### config.mk
export PLATFORM = sky130hd
export DESIGN_NAME = multi_mode_crc_checksum_core
export DESIGN_NICKNAME = d
export VERILOG_FILES = /design/src/hw/rtl/mmcc_pkg.sv /design/src/hw/rtl/mmcc_engine.sv /design/src/hw/rtl/multi_mode_crc_checksum_core.sv
export SDC_FILE = /design/constraint.sdc
export NUM_CORES = 1
export LEC_CHECK = 0
export ABC_AREA = 1
export BUFFER_PORTS_ARGS = -buffer_cell sky130_fd_sc_hd__buf_2
export CORE_UTILIZATION = 40
export DETAILED_ROUTE_END_ITERATION = 8
export PLACE_DENSITY = 0.62
export REMOVE_ABC_BUFFERS = 1
export SLEW_MARGIN = 10
export SYNTH_ARGS = -nofsm -noshare
export SYNTH_HDL_FRONTEND = slang
export SYNTH_SLANG_ARGS = --single-unit
### constraint.sdc
create_clock -name i_clk -period 10.91 [get_ports i_clk]
set_input_delay 0.5455 -clock i_clk [delete_from_list [all_inputs] [get_ports i_clk]]
set_output_delay 0.5455 -clock i_clk [all_outputs]
set_load 0.02 [all_outputs]
### src/hw/rtl/mmcc_pkg.sv
package mmcc_pkg;

    localparam logic [2:0] MODE_PARITY   = 3'd0;
    localparam logic [2:0] MODE_CRC8     = 3'd1;
    localparam logic [2:0] MODE_CRC16    = 3'd2;
    localparam logic [2:0] MODE_CRC32    = 3'd3;
    localparam logic [2:0] MODE_INETSUM  = 3'd4;
    localparam logic [2:0] MODE_RESET    = MODE_CRC32;

    localparam logic [1:0] SEL_PARITY = 2'd0;
    localparam logic [1:0] SEL_CRC8   = 2'd1;
    localparam logic [1:0] SEL_CRC16  = 2'd2;
    localparam logic [1:0] SEL_CRC32  = 2'd3;

    localparam logic [31:0] POLY_PARITY = 32'h0000_0001;
    localparam logic [31:0] POLY_CRC8   = 32'h0000_0007;
    localparam logic [31:0] POLY_CRC16  = 32'h0000_8101;
    localparam logic [31:0] POLY_CRC32  = 32'h04C1_1DB7;

    typedef struct packed {
        logic [7:0] data_byte;
        logic       last_byte;
    } t_in_req;

    typedef struct packed {
        logic [31:0] check_value;
        logic        value_is_zero;
    } t_out_req;

    typedef struct packed {
        logic [31:0] shift_register;
        logic [15:0] sum_accumulator;
        logic [7:0]  held_high_byte;
        logic        odd_byte_phase;
    } t_msg_state;

    // Eight MSB-first LFSR steps of the selected width.
    function automatic logic [31:0] crc_byte(input logic [31:0] crc_in,
                                             input logic [7:0]  data,
                                             input logic [1:0]  sel);
        logic [31:0] mask;
        logic [31:0] poly;
        logic [4:0]  top;
        logic [31:0] crc;
        logic        fb;
        unique case (sel)
            SEL_PARITY: begin
                mask = 32'h0000_0001; poly = POLY_PARITY; top = 5'd0;
            end
            SEL_CRC8: begin
                mask = 32'h0000_00FF; poly = POLY_CRC8;   top = 5'd7;
            end
            SEL_CRC16: begin
                mask = 32'h0000_FFFF; poly = POLY_CRC16;  top = 5'd15;
            end
            default: begin
                mask = 32'hFFFF_FFFF; poly = POLY_CRC32;  top = 5'd31;
            end
        endcase
        crc = crc_in & mask;
        for (int b = 7; b >= 0; b--) begin
            fb  = crc[top] ^ data[b];
            crc = (crc << 1) & mask;
            if (fb) begin
                crc = crc ^ poly;
            end
        end
        return crc;
    endfunction

endpackage

### src/hw/rtl/mmcc_engine.sv
module mmcc_engine
    import mmcc_pkg::*;
(
    input  logic [2:0] i_mode,
    input  t_in_req    i_req,
    input  t_msg_state i_state,
    output t_msg_state o_state,
    output t_out_req   o_res
);

    logic [1:0]  sel;
    logic [15:0] word;
    logic [16:0] raw_sum;
    logic [15:0] folded_sum;
    logic [31:0] crc_next;
    logic [31:0] result;
    t_msg_state  upd;

    always_comb begin
        unique case (i_mode)
            MODE_PARITY: sel = SEL_PARITY;
            MODE_CRC8:   sel = SEL_CRC8;
            MODE_CRC16:  sel = SEL_CRC16;
            default:     sel = SEL_CRC32;
        endcase
    end

    assign crc_next = crc_byte(i_state.shift_register, i_req.data_byte, sel);

    // Odd trailing byte pads with a zero low byte.
    assign word       = i_state.odd_byte_phase ? {i_state.held_high_byte, i_req.data_byte}
                                               : {i_req.data_byte, 8'h00};
    assign raw_sum    = {1'b0, i_state.sum_accumulator} + {1'b0, word};
    assign folded_sum = raw_sum[15:0] + {15'd0, raw_sum[16]};

    always_comb begin
        upd    = i_state;
        result = 32'd0;
        if (i_mode == MODE_INETSUM) begin
            if (!i_state.odd_byte_phase && !i_req.last_byte) begin
                upd.held_high_byte = i_req.data_byte;
                upd.odd_byte_phase = 1'b1;
            end else begin
                upd.sum_accumulator = folded_sum;
                upd.held_high_byte  = 8'd0;
                upd.odd_byte_phase  = 1'b0;
            end
            result = {16'd0, ~upd.sum_accumulator};
        end else begin
            upd.shift_register = crc_next;
            result             = crc_next;
        end
    end

    // End of message: clear everything, drop any held byte.
    assign o_state = i_req.last_byte ? '0 : upd;

    assign o_res.check_value   = result;
    assign o_res.value_is_zero = (result == 32'd0);

endmodule

### src/hw/rtl/multi_mode_crc_checksum_core.sv
// channel  | direction | handshake                     | payload
// ---------+-----------+-------------------------------+--------------------------
// in       | input     | i_in_valid / o_in_stall       | i_in_req  (t_in_req)
// out      | output    | o_out_valid / i_out_stall     | o_out_req (t_out_req)
// cfg      | input     | i_cfg_valid / o_cfg_ready     | i_cfg_data (check mode)
//
// One byte per cycle while o_in_stall is low: the CRC byte step (eight unrolled LFSR
// shifts) or one 16-bit end-around-carry add sits between the message state registers
// and the result register. A result lands there, or in the skid if the output stalls.
// A two-entry output stage (result register plus skid) keeps o_in_stall registered.
// Synchronous active-low reset: mode CRC-32, message state cleared, output empty.
module multi_mode_crc_checksum_core
    import mmcc_pkg::*;
(
    input  logic       i_clk,
    input  logic       i_rst_n,
    input  logic       i_in_valid,
    output logic       o_in_stall,
    input  t_in_req    i_in_req,
    output logic       o_out_valid,
    input  logic       i_out_stall,
    output t_out_req   o_out_req,
    input  logic       i_cfg_valid,
    output logic       o_cfg_ready,
    input  logic [2:0] i_cfg_data
);

    logic [2:0]  r_mode;
    t_msg_state  r_state;
    t_msg_state  n_state;
    t_out_req    n_res;
    t_out_req    r_out;
    t_out_req    r_skid;
    logic        r_out_valid;
    logic        r_skid_valid;
    logic        accept;
    logic        push;
    logic        out_free;

    mmcc_engine u_engine (
        .i_mode  (r_mode),
        .i_req   (i_in_req),
        .i_state (r_state),
        .o_state (n_state),
        .o_res   (n_res)
    );

    assign accept   = i_in_valid && !r_skid_valid;
    assign push     = accept && i_in_req.last_byte;
    assign out_free = !r_out_valid || !i_out_stall;

    always_ff @(posedge i_clk) begin
        if (!i_rst_n) begin
            r_mode       <= MODE_RESET;
            r_state      <= '0;
            r_out_valid  <= 1'b0;
            r_skid_valid <= 1'b0;
        end else begin
            if (i_cfg_valid) begin
                r_mode <= i_cfg_data;
            end
            if (accept) begin
                r_state <= n_state;
            end
            if (out_free) begin
                r_out_valid  <= r_skid_valid || push;
                r_skid_valid <= 1'b0;
            end else if (push) begin
                r_skid_valid <= 1'b1;
            end
        end
    end

    always_ff @(posedge i_clk) begin
        if (out_free) begin
            if (r_skid_valid) begin
                r_out <= r_skid;
            end else if (push) begin
                r_out <= n_res;
            end
        end else if (push) begin
            r_skid <= n_res;
        end
    end

    assign o_in_stall  = r_skid_valid;
    assign o_out_valid = r_out_valid;
    assign o_out_req   = r_out;
    assign o_cfg_ready = 1'b1;

endmodule
## Word level (Yosys, flattened, before mapping)

Index checks and enable logic that the tools add are counted.

- Add/subtract/negate cells: 2
- $mul: 0
- Divide/modulo/power cells: 0
- Order comparisons: 1
- Equal/unequal tests: 6
- Shift operators: 0
- Muxes and demuxes: 38
- Bitwise gates (word level): 28
- Reductions and logical operators: 20

Operators by type and width:

| cell | count |
|---|---|
| $mux 32 | 10 |
| $and 32x32->32 | 9 |
| $xor 32x27->32 | 8 |
| $pmux 32 s3 | 1 |
| $pmux 27 s3 | 1 |
| $mux 33 | 2 |
| $mux 57 | 1 |
| $mux 16 | 3 |
| $bmux 1 s5 | 8 |
| $logic_not 32->1 | 1 |
| $mux 25 | 1 |
| $add 16x16->17 | 1 |
| $add 16x1->16 | 1 |
| $not 16->16 | 1 |
| $pmux 5 s3 | 1 |
| $mux 9 | 1 |
| $mux 1 | 8 |
| $reduce_and 2->1 | 4 |
| $xor 1x1->1 | 8 |
| $lt 5x6->1 const B | 1 |
| $pmux 2 s3 | 1 |
| $logic_not 1->1 | 5 |
| $reduce_bool 2->1 | 2 |
| $eq 3x1->1 const B | 1 |
| other kinds (11) | 15 |

- Register bits: 128
- Latch bits: 0
- Bits in writable memories: 0
- Memory bits (read-only): 0
- Input port bits: 17
- Output and inout port bits: 36
- Word-level logic and storage cells: 106
- Memories kept: 0

## Logic depth before layout (Yosys ltp)

Gate-level depths: netlist of run 1.

- Depth in word-level cells: 41
- Gate-level depth with buffers: 65
- Depth with buffers taken out: 64

## Cells and area by module

From an unflattened synthesis of run 1, not the netlist that was laid out.

- Cell total of the unflattened synthesis: 1366
- Area, all modules: 9562.9 um^2

By module, submodules not included:

| module | instances | cells an instance | area each (um^2) | seq. area each (um^2) |
|---|---|---|---|---|
| multi_mode_crc_checksum_core | 1 | 514 | 4957.3 | 3223.1 |
| mmcc_engine | 1 | 852 | 4605.7 | 0.0 |

## Least setup slack after synthesis of run 1

OpenSTA, ideal clock, no wires.

- Kind: register to register
- Start point: register r_state[0] (netlist name)
- End point: register r_skid[0] (netlist name), data pin
- Library setup time: 0.255 ns
- Data arrival time: 5.617 ns
- Data required time: 10.655 ns
- Slack: 5.037 ns
- Stages on the path, launching flop included: 52
- Buffers on the path: 2
- Period minus slack after synthesis: 5.873 ns
- Path through: dfxtp_1 clkbuf_1 clkbuf_1 nand2_1 inv_1 ha_1 fa_1 a21oi_1 o21ai_0 a21oi_1 o21ai_0 a21o_1 a21oi_1 nor2_1 nor2_1 inv_1 a21oi_1 o21ai_0 (+16 left out) nor2_1 inv_1 nor2_1 nand2_1 nor2_1 xor2_1 nand2_1 o21ai_0 inv_1 o21ai_0 nor2_1 nand4_1 nor2_1 nand2_1 nor2_1 nand3_1 nor2_1 and3_1

RTL lines:

| what | RTL line | text |
|---|---|---|
| start, declared | multi_mode_crc_checksum_core.sv:29 | `t_msg_state r_state;` |
| start signal, assigned | multi_mode_crc_checksum_core.sv:63 | `r_state <= n_state;` |
| end signal, assigned | multi_mode_crc_checksum_core.sv:82 | `r_skid <= n_res;` |
| end, declared | multi_mode_crc_checksum_core.sv:33 | `t_out_req r_skid;` |

## Final worst setup path of run 1

- Start point: register r_mode[0]
- End point: register r_out, in the netlist o_out_req[0], data pin

- Word-level cells in the longest chain between the ends: 41
- Elaborated cells on any way between the ends: 64
- Those cells by class: eq/ne (5); mux (31); bitwise (25); reduce/logical (3)

Ends and longest elaborated chain:

| what | RTL line | text |
|---|---|---|
| start, declared | multi_mode_crc_checksum_core.sv:28 | `logic [2:0] r_mode;` |
| start signal, assigned | multi_mode_crc_checksum_core.sv:60 | `r_mode <= i_cfg_data;` |
| $eq 3x2->1 (tied with other cells) | mmcc_engine.sv:20 | `unique case (i_mode)` |
| $pmux 2 s3 | mmcc_engine.sv:20 |  |
| $eq 2x2->1 (tied with other cells) | mmcc_pkg.sv:46 | `unique case (sel)` |
| $pmux 32 s3 | mmcc_pkg.sv:46 |  |
| $and 32x32->32 | mmcc_pkg.sv:60 | `crc = crc_in & mask;` |
| $bmux 1 s5 | mmcc_pkg.sv:62 | `fb = crc[top] ^ data[b];` |
| $mux 1 (not written as such) | mmcc_pkg.sv:62 |  |
| $xor 1x1->1 | mmcc_pkg.sv:62 |  |
| (+25 left out) | -- |  |
| $bmux 1 s5 | mmcc_pkg.sv:62 |  |
| $mux 1 (not written as such) | mmcc_pkg.sv:62 |  |
| $xor 1x1->1 | mmcc_pkg.sv:62 |  |
| $mux 32 | mmcc_pkg.sv:64 | `if (fb) begin` |
| $mux 32 * | mmcc_engine.sv:39 | `if (i_mode == MODE_INETSUM) begin` |
| $logic_not 32->1 * | mmcc_engine.sv:59 | `assign o_res.value_is_zero = (result == 32'd0);` |
| $mux 33 * | multi_mode_crc_checksum_core.sv:78 | `end else if (push) begin` |
| $mux 33 * | multi_mode_crc_checksum_core.sv:76 | `if (r_skid_valid) begin` |
| end signal, assigned | multi_mode_crc_checksum_core.sv:77 | `r_out <= r_skid;` |
| end signal, assigned | multi_mode_crc_checksum_core.sv:79 | `r_out <= n_res;` |
| end, declared | multi_mode_crc_checksum_core.sv:32 | `t_out_req r_out;` |

Every way passes the cells marked *; elsewhere a longest branch is shown, timed or not. The select of a mux whose other input is x is not followed.
A chain may end at the register's enable or synchronous reset.

==> tab_implementation.tex, run 1 <==
\begin{tabular}{lr}
\hline
Metric & Value \\
\hline
\multicolumn{2}{l}{\textbf{Flow run}} \\
Max Cap Violations & 0 \\
\multicolumn{2}{l}{\textbf{Clocking}} \\
Clock-pin transition on the worst setup and hold timing paths & 0.06 ns \\
Clk sink count & 128 \\
Post-CTS Hold Buffers & 0 \\
Max clock buf depth & 2 \\
Quantity of gates resized following cts & 0 \\
Clock root cell & sky130\_fd\_sc\_hd\_\_clkbuf\_16 \\
Total clock buffers created by CTS & 17 \\
Total number of H-tree levels & 4 \\
Post-CTS Repair Setup Buffers & 0 \\
TritonCTS clock tree & built \\
Clock latency on the worst-skew pair & 0.43 ns \\
\multicolumn{2}{l}{\textbf{Final layout}} \\
Post-synthesis to final-layout area growth & 12.6\% \\
Non-filler cells, final & 1586 \\
NumNets Final & 1334 \\
\# fillers & 2196 \\
Antenna cells & 0 \\
Layout cells sized above 1 & 13.8\% \\
\multicolumn{2}{l}{\textbf{Route}} \\
First drt pass iteration count & 5 \\
Number of vias in the routed layout & 8374 \\
First DRT Iteration DRCs & 722 \\
Total Wirelength & 26100 um \\
Wirelength per Cell & 16.5 um \\
Routed Antenna Nets & 0 \\
DRC violation count after routing & 0 \\
Vias per cell & 5.28 \\
\multicolumn{2}{l}{\textbf{Floorplan}} \\
Core ar. & 21400 sq um \\
Number of placed I/O pins & 53 \\
Starting density of the core & 41.4\% \\
Floorplan row count & 53 \\
Vertical extent of the die & 151 um \\
Die ar. & 22700 sq um \\
Die X-Extent & 151 um \\
\multicolumn{2}{l}{\textbf{Synth}} \\
Synth area leaders & sky130\_fd\_sc\_hd\_\_edfxtp\_1, sky130\_fd\_sc\_hd\_\_nand2\_1, sky130\_fd\_sc\_hd\_\_dfxtp\_1 \\
Flip-flop and latch count after synthesis & 128 \\
Synth warn & 0 \\
Area leader, netlist & sky130\_fd\_sc\_hd\_\_edfxtp\_1 \\
Distinct cell type count of the synthesized netlist & 44 \\
Mean Syn Cell Area & 6.95 sq um \\
Most common flop cell mapped by yosys & sky130\_fd\_sc\_hd\_\_edfxtp\_1 \\
Sequential element share of the synthesized area & 36.5\% \\
Number of enable flip-flop cells after synthesis & 66 \\
Async set or reset register ratio after synthesis & 0\% \\
Area fraction of the dominant cell type after synthesis & 22.4\% \\
Gate Count Post-Synth & 1271 \\
Synth Cell Area & 8830 sq um \\
\multicolumn{2}{l}{\textbf{Timing}} \\
Fin crit period & 7.74 ns \\
Max-Slew Margin vs Limit & 18.2\% \\
Worst-Margin Slew & 1.23 ns \\
Post-route worst hold slack & 0.337 ns \\
Final hold violation count & 0 \\
Final Skew & 0.0144 ns \\
Share of the cycle needed by the critical path after routing & 71.0\% \\
Final Max Slew Viols & 0 \\
Unrepaired setup endpoints after global routing & no \\
Max frequency & 0.129 GHz \\
Total setup violations reported at the end of the flow & 0 \\
TNS Setup & 0 ns \\
\multicolumn{2}{l}{\textbf{Global route}} \\
Maximum number of pins on one net before global-route repair & 63 \\
Initial antenna violation count & 0 \\
Global-route wire length before repair & 41400 um \\
Vias in the first global route & 7402 \\
Overflow left after global routing & 0 \\
All-Layer GR Usage & 24.0\% \\
\multicolumn{2}{l}{\textbf{Pwr}} \\
Cell area power density & 195 nW/um\^{}2 \\
Cell leakage power & 4.51 nW \\
Worst vdd ir & 0.107 mV \\
\multicolumn{2}{l}{\textbf{Critical path}} \\
Cell with the largest stage delay on the worst path & sky130\_fd\_sc\_hd\_\_nor2\_2 \\
Crit path capture type & register \\
Cell family with the largest share of critical-path delay & simple AND/OR/NAND/NOR gates \\
Required arrival time at the worst endpoint & 11.20 ns \\
Critical Setup Path Class & reg2reg \\
Critical Path Fanout Max & 15 \\
Critical path buffer and inverter count & 2 \\
CP Depth & 58 \\
Most Frequent Cell on Critical Path & sky130\_fd\_sc\_hd\_\_nand2\_1 \\
CP Data Arrival Time & 8.03 ns \\
Depth of the worst register-to-register path & 58 \\
Category of the worst setup path launch point & register \\
Largest stage delay on the critical path & 0.74 ns \\
\multicolumn{2}{l}{\textbf{Place}} \\
Placer congestion estimate & 0.907 \\
Count of buffers inserted at the top-level ports & 51 \\
Cell total after placement & 1554 \\
HPWL after detailed placement & 19200 um \\
\multicolumn{2}{l}{\textbf{Run status}} \\
Status & finished, final reports clean \\
\multicolumn{2}{l}{\textbf{Worst hold path}} \\
Worst hold path class & in2reg \\
Number of cells on the worst hold path & 3 \\
\hline
\end{tabular}
-- path summary, 6_finish.rpt --
| path | slack (ns) | startpoint | end |
|---|---|---|---|
| hold reg to reg | 0.46 | r_state[39] | r_state[39] |
| setup reg to reg | 3.17 | r_mode[0] | o_out_req[0] |
| setup / recovery | 3.17 | r_mode[0] | o_out_req[0] |
| hold / removal | 0.34 | i_cfg_data[0] | r_mode[0] |
-- placed cells by master (no fill, tap or decap), types with 6 or more instances in the layout --
master / Yosys / final
sky130_fd_sc_hd__inv_2: 10 / 10
sky130_fd_sc_hd__nand3_1: 104 / 104
sky130_fd_sc_hd__o21ai_0: 108 / 108
sky130_fd_sc_hd__nand2_2: 37 / 37
sky130_fd_sc_hd__dfxtp_1: 62 / 62
sky130_fd_sc_hd__nand3_2: 8 / 8
sky130_fd_sc_hd__inv_1: 102 / 102
sky130_fd_sc_hd__edfxtp_1: 66 / 66
sky130_fd_sc_hd__o21ai_1: 13 / 13
sky130_fd_sc_hd__clkbuf_16: 0 / 17
sky130_fd_sc_hd__xor2_1: 52 / 52
sky130_fd_sc_hd__a21oi_1: 81 / 80
sky130_fd_sc_hd__buf_4: 3 / 13
sky130_fd_sc_hd__ha_1: 18 / 18
sky130_fd_sc_hd__nor2_1: 68 / 68
sky130_fd_sc_hd__xnor2_1: 6 / 6
sky130_fd_sc_hd__or2_2: 10 / 10
sky130_fd_sc_hd__buf_2: 8 / 51
sky130_fd_sc_hd__nand2_4: 12 / 12
sky130_fd_sc_hd__nand2_1: 406 / 406
-- logic make-up after synthesis --
logic type	share of synthesized area [%]
simple gates	33.6
fa+ha+maj	2.78
flops	36.5
buf+inv	7.81
other cells	0.0425
xor+xnor	5.75
compound gates	13.5
-- metal layers --
metal | vias up | part of all wire [%] | GRT usage (%) | wire length [um]
met4 | 0 | 2.2 | 6.90 | 573
met5 | - | 0 | 0 | 0
met3 | 36 | 5.9 | 2.61 | 1540
li1 | 4197 | - | - | -
met1 | 3862 | 47 | 34.3 | 12300
met2 | 279 | 45 | 38.2 | 11700
-- cell usage after synthesis, types with 3 or more instances --
cell type                  count
sky130_fd_sc_hd__nor2_1       68
sky130_fd_sc_hd__nand2_1     406
sky130_fd_sc_hd__nand4_1       5
sky130_fd_sc_hd__buf_2         8
sky130_fd_sc_hd__o21ai_0     108
sky130_fd_sc_hd__buf_1         6
sky130_fd_sc_hd__o21bai_1      3
sky130_fd_sc_hd__inv_1       102
sky130_fd_sc_hd__nor2_4        4
sky130_fd_sc_hd__a21oi_1      81
sky130_fd_sc_hd__ha_1         18
sky130_fd_sc_hd__o21a_1        4
sky130_fd_sc_hd__buf_6         3
sky130_fd_sc_hd__buf_4         3
sky130_fd_sc_hd__nand2_4      12
sky130_fd_sc_hd__clkinv_1      4
sky130_fd_sc_hd__edfxtp_1     66
sky130_fd_sc_hd__xnor2_1       6
sky130_fd_sc_hd__inv_2        10
sky130_fd_sc_hd__nand3_2       8
sky130_fd_sc_hd__dfxtp_1      62
sky130_fd_sc_hd__nor3_1        6
sky130_fd_sc_hd__nand2_2      37
sky130_fd_sc_hd__o211ai_1      3
sky130_fd_sc_hd__xor2_1       52
sky130_fd_sc_hd__or2_2        10
sky130_fd_sc_hd__clkbuf_1     36
sky130_fd_sc_hd__nand3_1     104
sky130_fd_sc_hd__a21o_1        5
sky130_fd_sc_hd__o21ai_1      13
-- metrics by stage --
step	util [%]	setup slack (ns)	area, sq um	power [W]
floorplan	-	4.19	8580	0.00110
CTS	46.6	3.22	9940	0.00193
global placement	43.5	3.41	9300	0.00129
global route	46.6	2.36	9940	0.00205
finish	46.6	3.17	9940	0.00194
detailed placement	43.5	3.31	9300	0.00130
-- where the power goes --
part / leakage [nW] / internal (W) / switching, W
Combinational: 3.08 / 0.000209 / 0.000496
Sequential: 1.11 / 0.000575 / 0.0000170
Clock: 0.312 / 0.000408 / 0.000233
-- registers in the layout (all words and copies together) (netlist names) --
name         count
o_in_stall       1
o_out_req       33
o_out_valid      1
r_mode           3
r_skid          33
r_state         57
-- worst reg2reg max path: cells and delay by family, from the launching register on --
| kind | cells | cell delay (ns) |
|---|---|---|
| buffers and inverters | 2 | 0.24 |
| AOI/OAI and AO/OA | 1 | 0.27 |
| xor gates and xnor gates | 1 | 0.20 |
| DFF | 1 | 0.38 |
| and+or+nand+nor | 54 | 6.51 |
-- layout make-up --
class	count	area [sq um]	share of cell area [%]
clock buffer	19	433	4.35
clock inverter	13	211	2.13
inverter	116	435	4.38
multi-input combinational	971	4940	49.7
sequential	128	3220	32.4
tap	275	344	3.46
timing repair buffer	64	353	3.55
Note: power is estimated with default switching activity, not from simulation.
==> run 2: changes to the inputs <==
Settings changed: PLACE_DENSITY 0.62 to 0.64.
Clock period 10.91 ns to 6.2 ns, I/O delays scaled along.
==> run 2 against run 1 <==
Flip-flop and latch count did not move. Clock power rose by 55%. Core utilization rose by 5.5 points. Hold slack got worse by 0.24 ns. Via count rose by 3.9%. Combinational power rose by 130%. Critical endpoint unchanged. Sequential share of layout area fell by 3.3 points.
==> tab_implementation.tex, run 2 (synthesized netlist as in run 1, its figures left out) <==
\begin{tabular}{lr}
\hline
Metric & Value \\
\hline
\multicolumn{2}{l}{\textbf{Run status}} \\
Status & finished, final reports clean \\
\multicolumn{2}{l}{\textbf{Critical path}} \\
Critical Setup Path Class & reg2reg \\
Crit path capture type & register \\
Reg-to-reg setup timing slack & 0.18 ns \\
Critical Path Fanout Max & 8 \\
Largest stage delay on the critical path & 0.36 ns \\
Cell with the largest stage delay on the worst path & sky130\_fd\_sc\_hd\_\_dfxtp\_4 \\
CP Data Arrival Time & 6.32 ns \\
Most Frequent Cell on Critical Path & sky130\_fd\_sc\_hd\_\_nand2\_2 \\
Category of the worst setup path launch point & register \\
Required arrival time at the worst endpoint & 6.50 ns \\
\multicolumn{2}{l}{\textbf{Final layout}} \\
Register with the most flip-flops & r\_state \\
Layout cells sized above 1 & 26.4\% \\
Leading cell types in the layout, fill and taps excluded & sky130\_fd\_sc\_hd\_\_nand2\_1, sky130\_fd\_sc\_hd\_\_o21ai\_0, sky130\_fd\_sc\_hd\_\_inv\_1, sky130\_fd\_sc\_hd\_\_buf\_4, sky130\_fd\_sc\_hd\_\_a21oi\_1 \\
Multi-input gate area in the final layout & 5510 sq um \\
Antenna cells & 0 \\
Sequential standard cell area & 3240 sq um \\
Post-synthesis to final-layout area growth & 25.9\% \\
Most common cell after layout, fill and taps aside & sky130\_fd\_sc\_hd\_\_nand2\_1 \\
Number of flip-flops under the largest register name & 57 \\
\# fillers & 2065 \\
NumNets Final & 1418 \\
Non-filler cells, final & 1670 \\
\multicolumn{2}{l}{\textbf{Timing}} \\
Max-Slew Margin vs Limit & 20.5\% \\
Final Max Slew Viols & 0 \\
Final Skew & 0.00818 ns \\
Share of the cycle needed by the critical path after routing & 97.1\% \\
Total setup violations reported at the end of the flow & 0 \\
Fin crit period & 6.02 ns \\
Max frequency & 0.166 GHz \\
Worst-Margin Slew & 1.19 ns \\
Final hold violation count & 0 \\
Post-route worst hold slack & 0.101 ns \\
\multicolumn{2}{l}{\textbf{Floorplan}} \\
Die ar. & 22700 sq um \\
Floorplan row count & 53 \\
Vertical extent of the die & 151 um \\
Core ar. & 21400 sq um \\
Number of placed I/O pins & 53 \\
Starting density of the core & 41.4\% \\
Die X-Extent & 151 um \\
\multicolumn{2}{l}{\textbf{Route}} \\
DRC violation count after routing & 0 \\
Total Wirelength & 26800 um \\
Vias per cell & 5.21 \\
First drt pass iteration count & 5 \\
Wirelength per Cell & 16.0 um \\
Routed Antenna Nets & 0 \\
First DRT Iteration DRCs & 696 \\
Number of vias in the routed layout & 8702 \\
\multicolumn{2}{l}{\textbf{Clocking}} \\
Clock latency on the worst-skew pair & 0.43 ns \\
Total number of H-tree levels & 4 \\
TritonCTS clock tree & built \\
Clock-pin transition on the worst setup and hold timing paths & 0.07 ns \\
Clock root cell & sky130\_fd\_sc\_hd\_\_clkbuf\_16 \\
Total clock buffers created by CTS & 17 \\
Max clock buf depth & 2 \\
Clk sink count & 128 \\
\multicolumn{2}{l}{\textbf{Place}} \\
Count of buffers inserted at the top-level ports & 51 \\
HPWL after detailed placement & 19100 um \\
Cell total after placement & 1609 \\
Placer congestion estimate & 0.910 \\
\multicolumn{2}{l}{\textbf{Worst hold path}} \\
Worst hold path class & in2reg \\
\multicolumn{2}{l}{\textbf{Global route}} \\
All-Layer GR Usage & 23.4\% \\
Global-route wire length before repair & 40200 um \\
Maximum number of pins on one net before global-route repair & 63 \\
Overflow left after global routing & 0 \\
Vias in the first global route & 7589 \\
Initial antenna violation count & 0 \\
\multicolumn{2}{l}{\textbf{Pwr}} \\
Cell area power density & 330 nW/um\^{}2 \\
Worst vdd ir & 0.236 mV \\
Cell leakage power & 5.06 nW \\
\multicolumn{2}{l}{\textbf{Flow run}} \\
Max Cap Violations & 0 \\
\hline
\end{tabular}
[run 2: cell count changes in the layout (fill, tap and decap cells not counted), sizes merged]
cell and change:
buf +83, bufinv -4, clkbuf -2, clkinv +3, inv +3, nand2 +1
[run 2: area by class of cell]
type / count / share of cell area, %
clock buffers: 17 / 3.83
clock inverters: 15 / 1.33
inverters: 116 / 4.03
multi-input cells: 972 / 49.6
repair buffers: 147 / 9.03
flip-flops and latches: 128 / 29.1
well taps: 275 / 3.10
[run 2: worst paths after layout]
check,start,end,depth (start not counted)
max,r_mode[0],o_out_req[0],60
min,i_cfg_data[1],r_mode[1],3
max reg2reg,r_mode[0],o_out_req[0],60
min reg2reg,r_state[53],r_state[53],2
[run 2: critical path, delay by kind of cell, from the launching register on]
kind / cells / cell delay [ns]
and+or+nand+nor: 58 / 5.18
AOI/OAI and AO/OA: 1 / 0.13
DFF: 1 / 0.36
buffers and inverters: 1 / 0.20
[run 2: per-layer routing]
layer	share of wire (%)	track usage, %	wire, um	vias up
met5	0	0	0	-
met4	3.4	8.30	910	0
met3	6.1	4.03	1640	46
met2	45	36.9	12100	290
met1	45	32.1	12200	4002
li1	-	-	-	4364
[run 2: through the flow]
| stage | power [W] | TNS (ns) | setup slack (ns) | area (sq um) | util [%] |
|---|---|---|---|---|---|
| finish | 0.00366 | 0 | 0.179 | 11100 | 52.1 |
| global route | 0.00386 | -0.853 | -0.164 | 11100 | 52.1 |
| CTS | 0.00343 | 0 | 0.0405 | 10300 | 48.2 |
| detailed placement | 0.00244 | 0 | 0.0237 | 9720 | 45.5 |
| global placement | 0.00242 | 0 | 0.137 | 9720 | 45.5 |
| floorplan | 0.00193 | -11.61 | -0.517 | 8580 | - |
[run 2: power by group]
part | switching, W | internal (W)
Clock | 0.000429 | 0.000563
Sequential | 0.0000277 | 0.00101
Combinational | 0.00102 | 0.000610
Total | 0.00148 | 0.00218
[run 2: repair_timing]
item                       in CTS  in global routing
resized for setup               2                152
buffers inserted                0                 28
hold buffers                    0                  0
setup endpoints to repair       2                 47
pin swaps                       0                 77
cloned                          0                  1
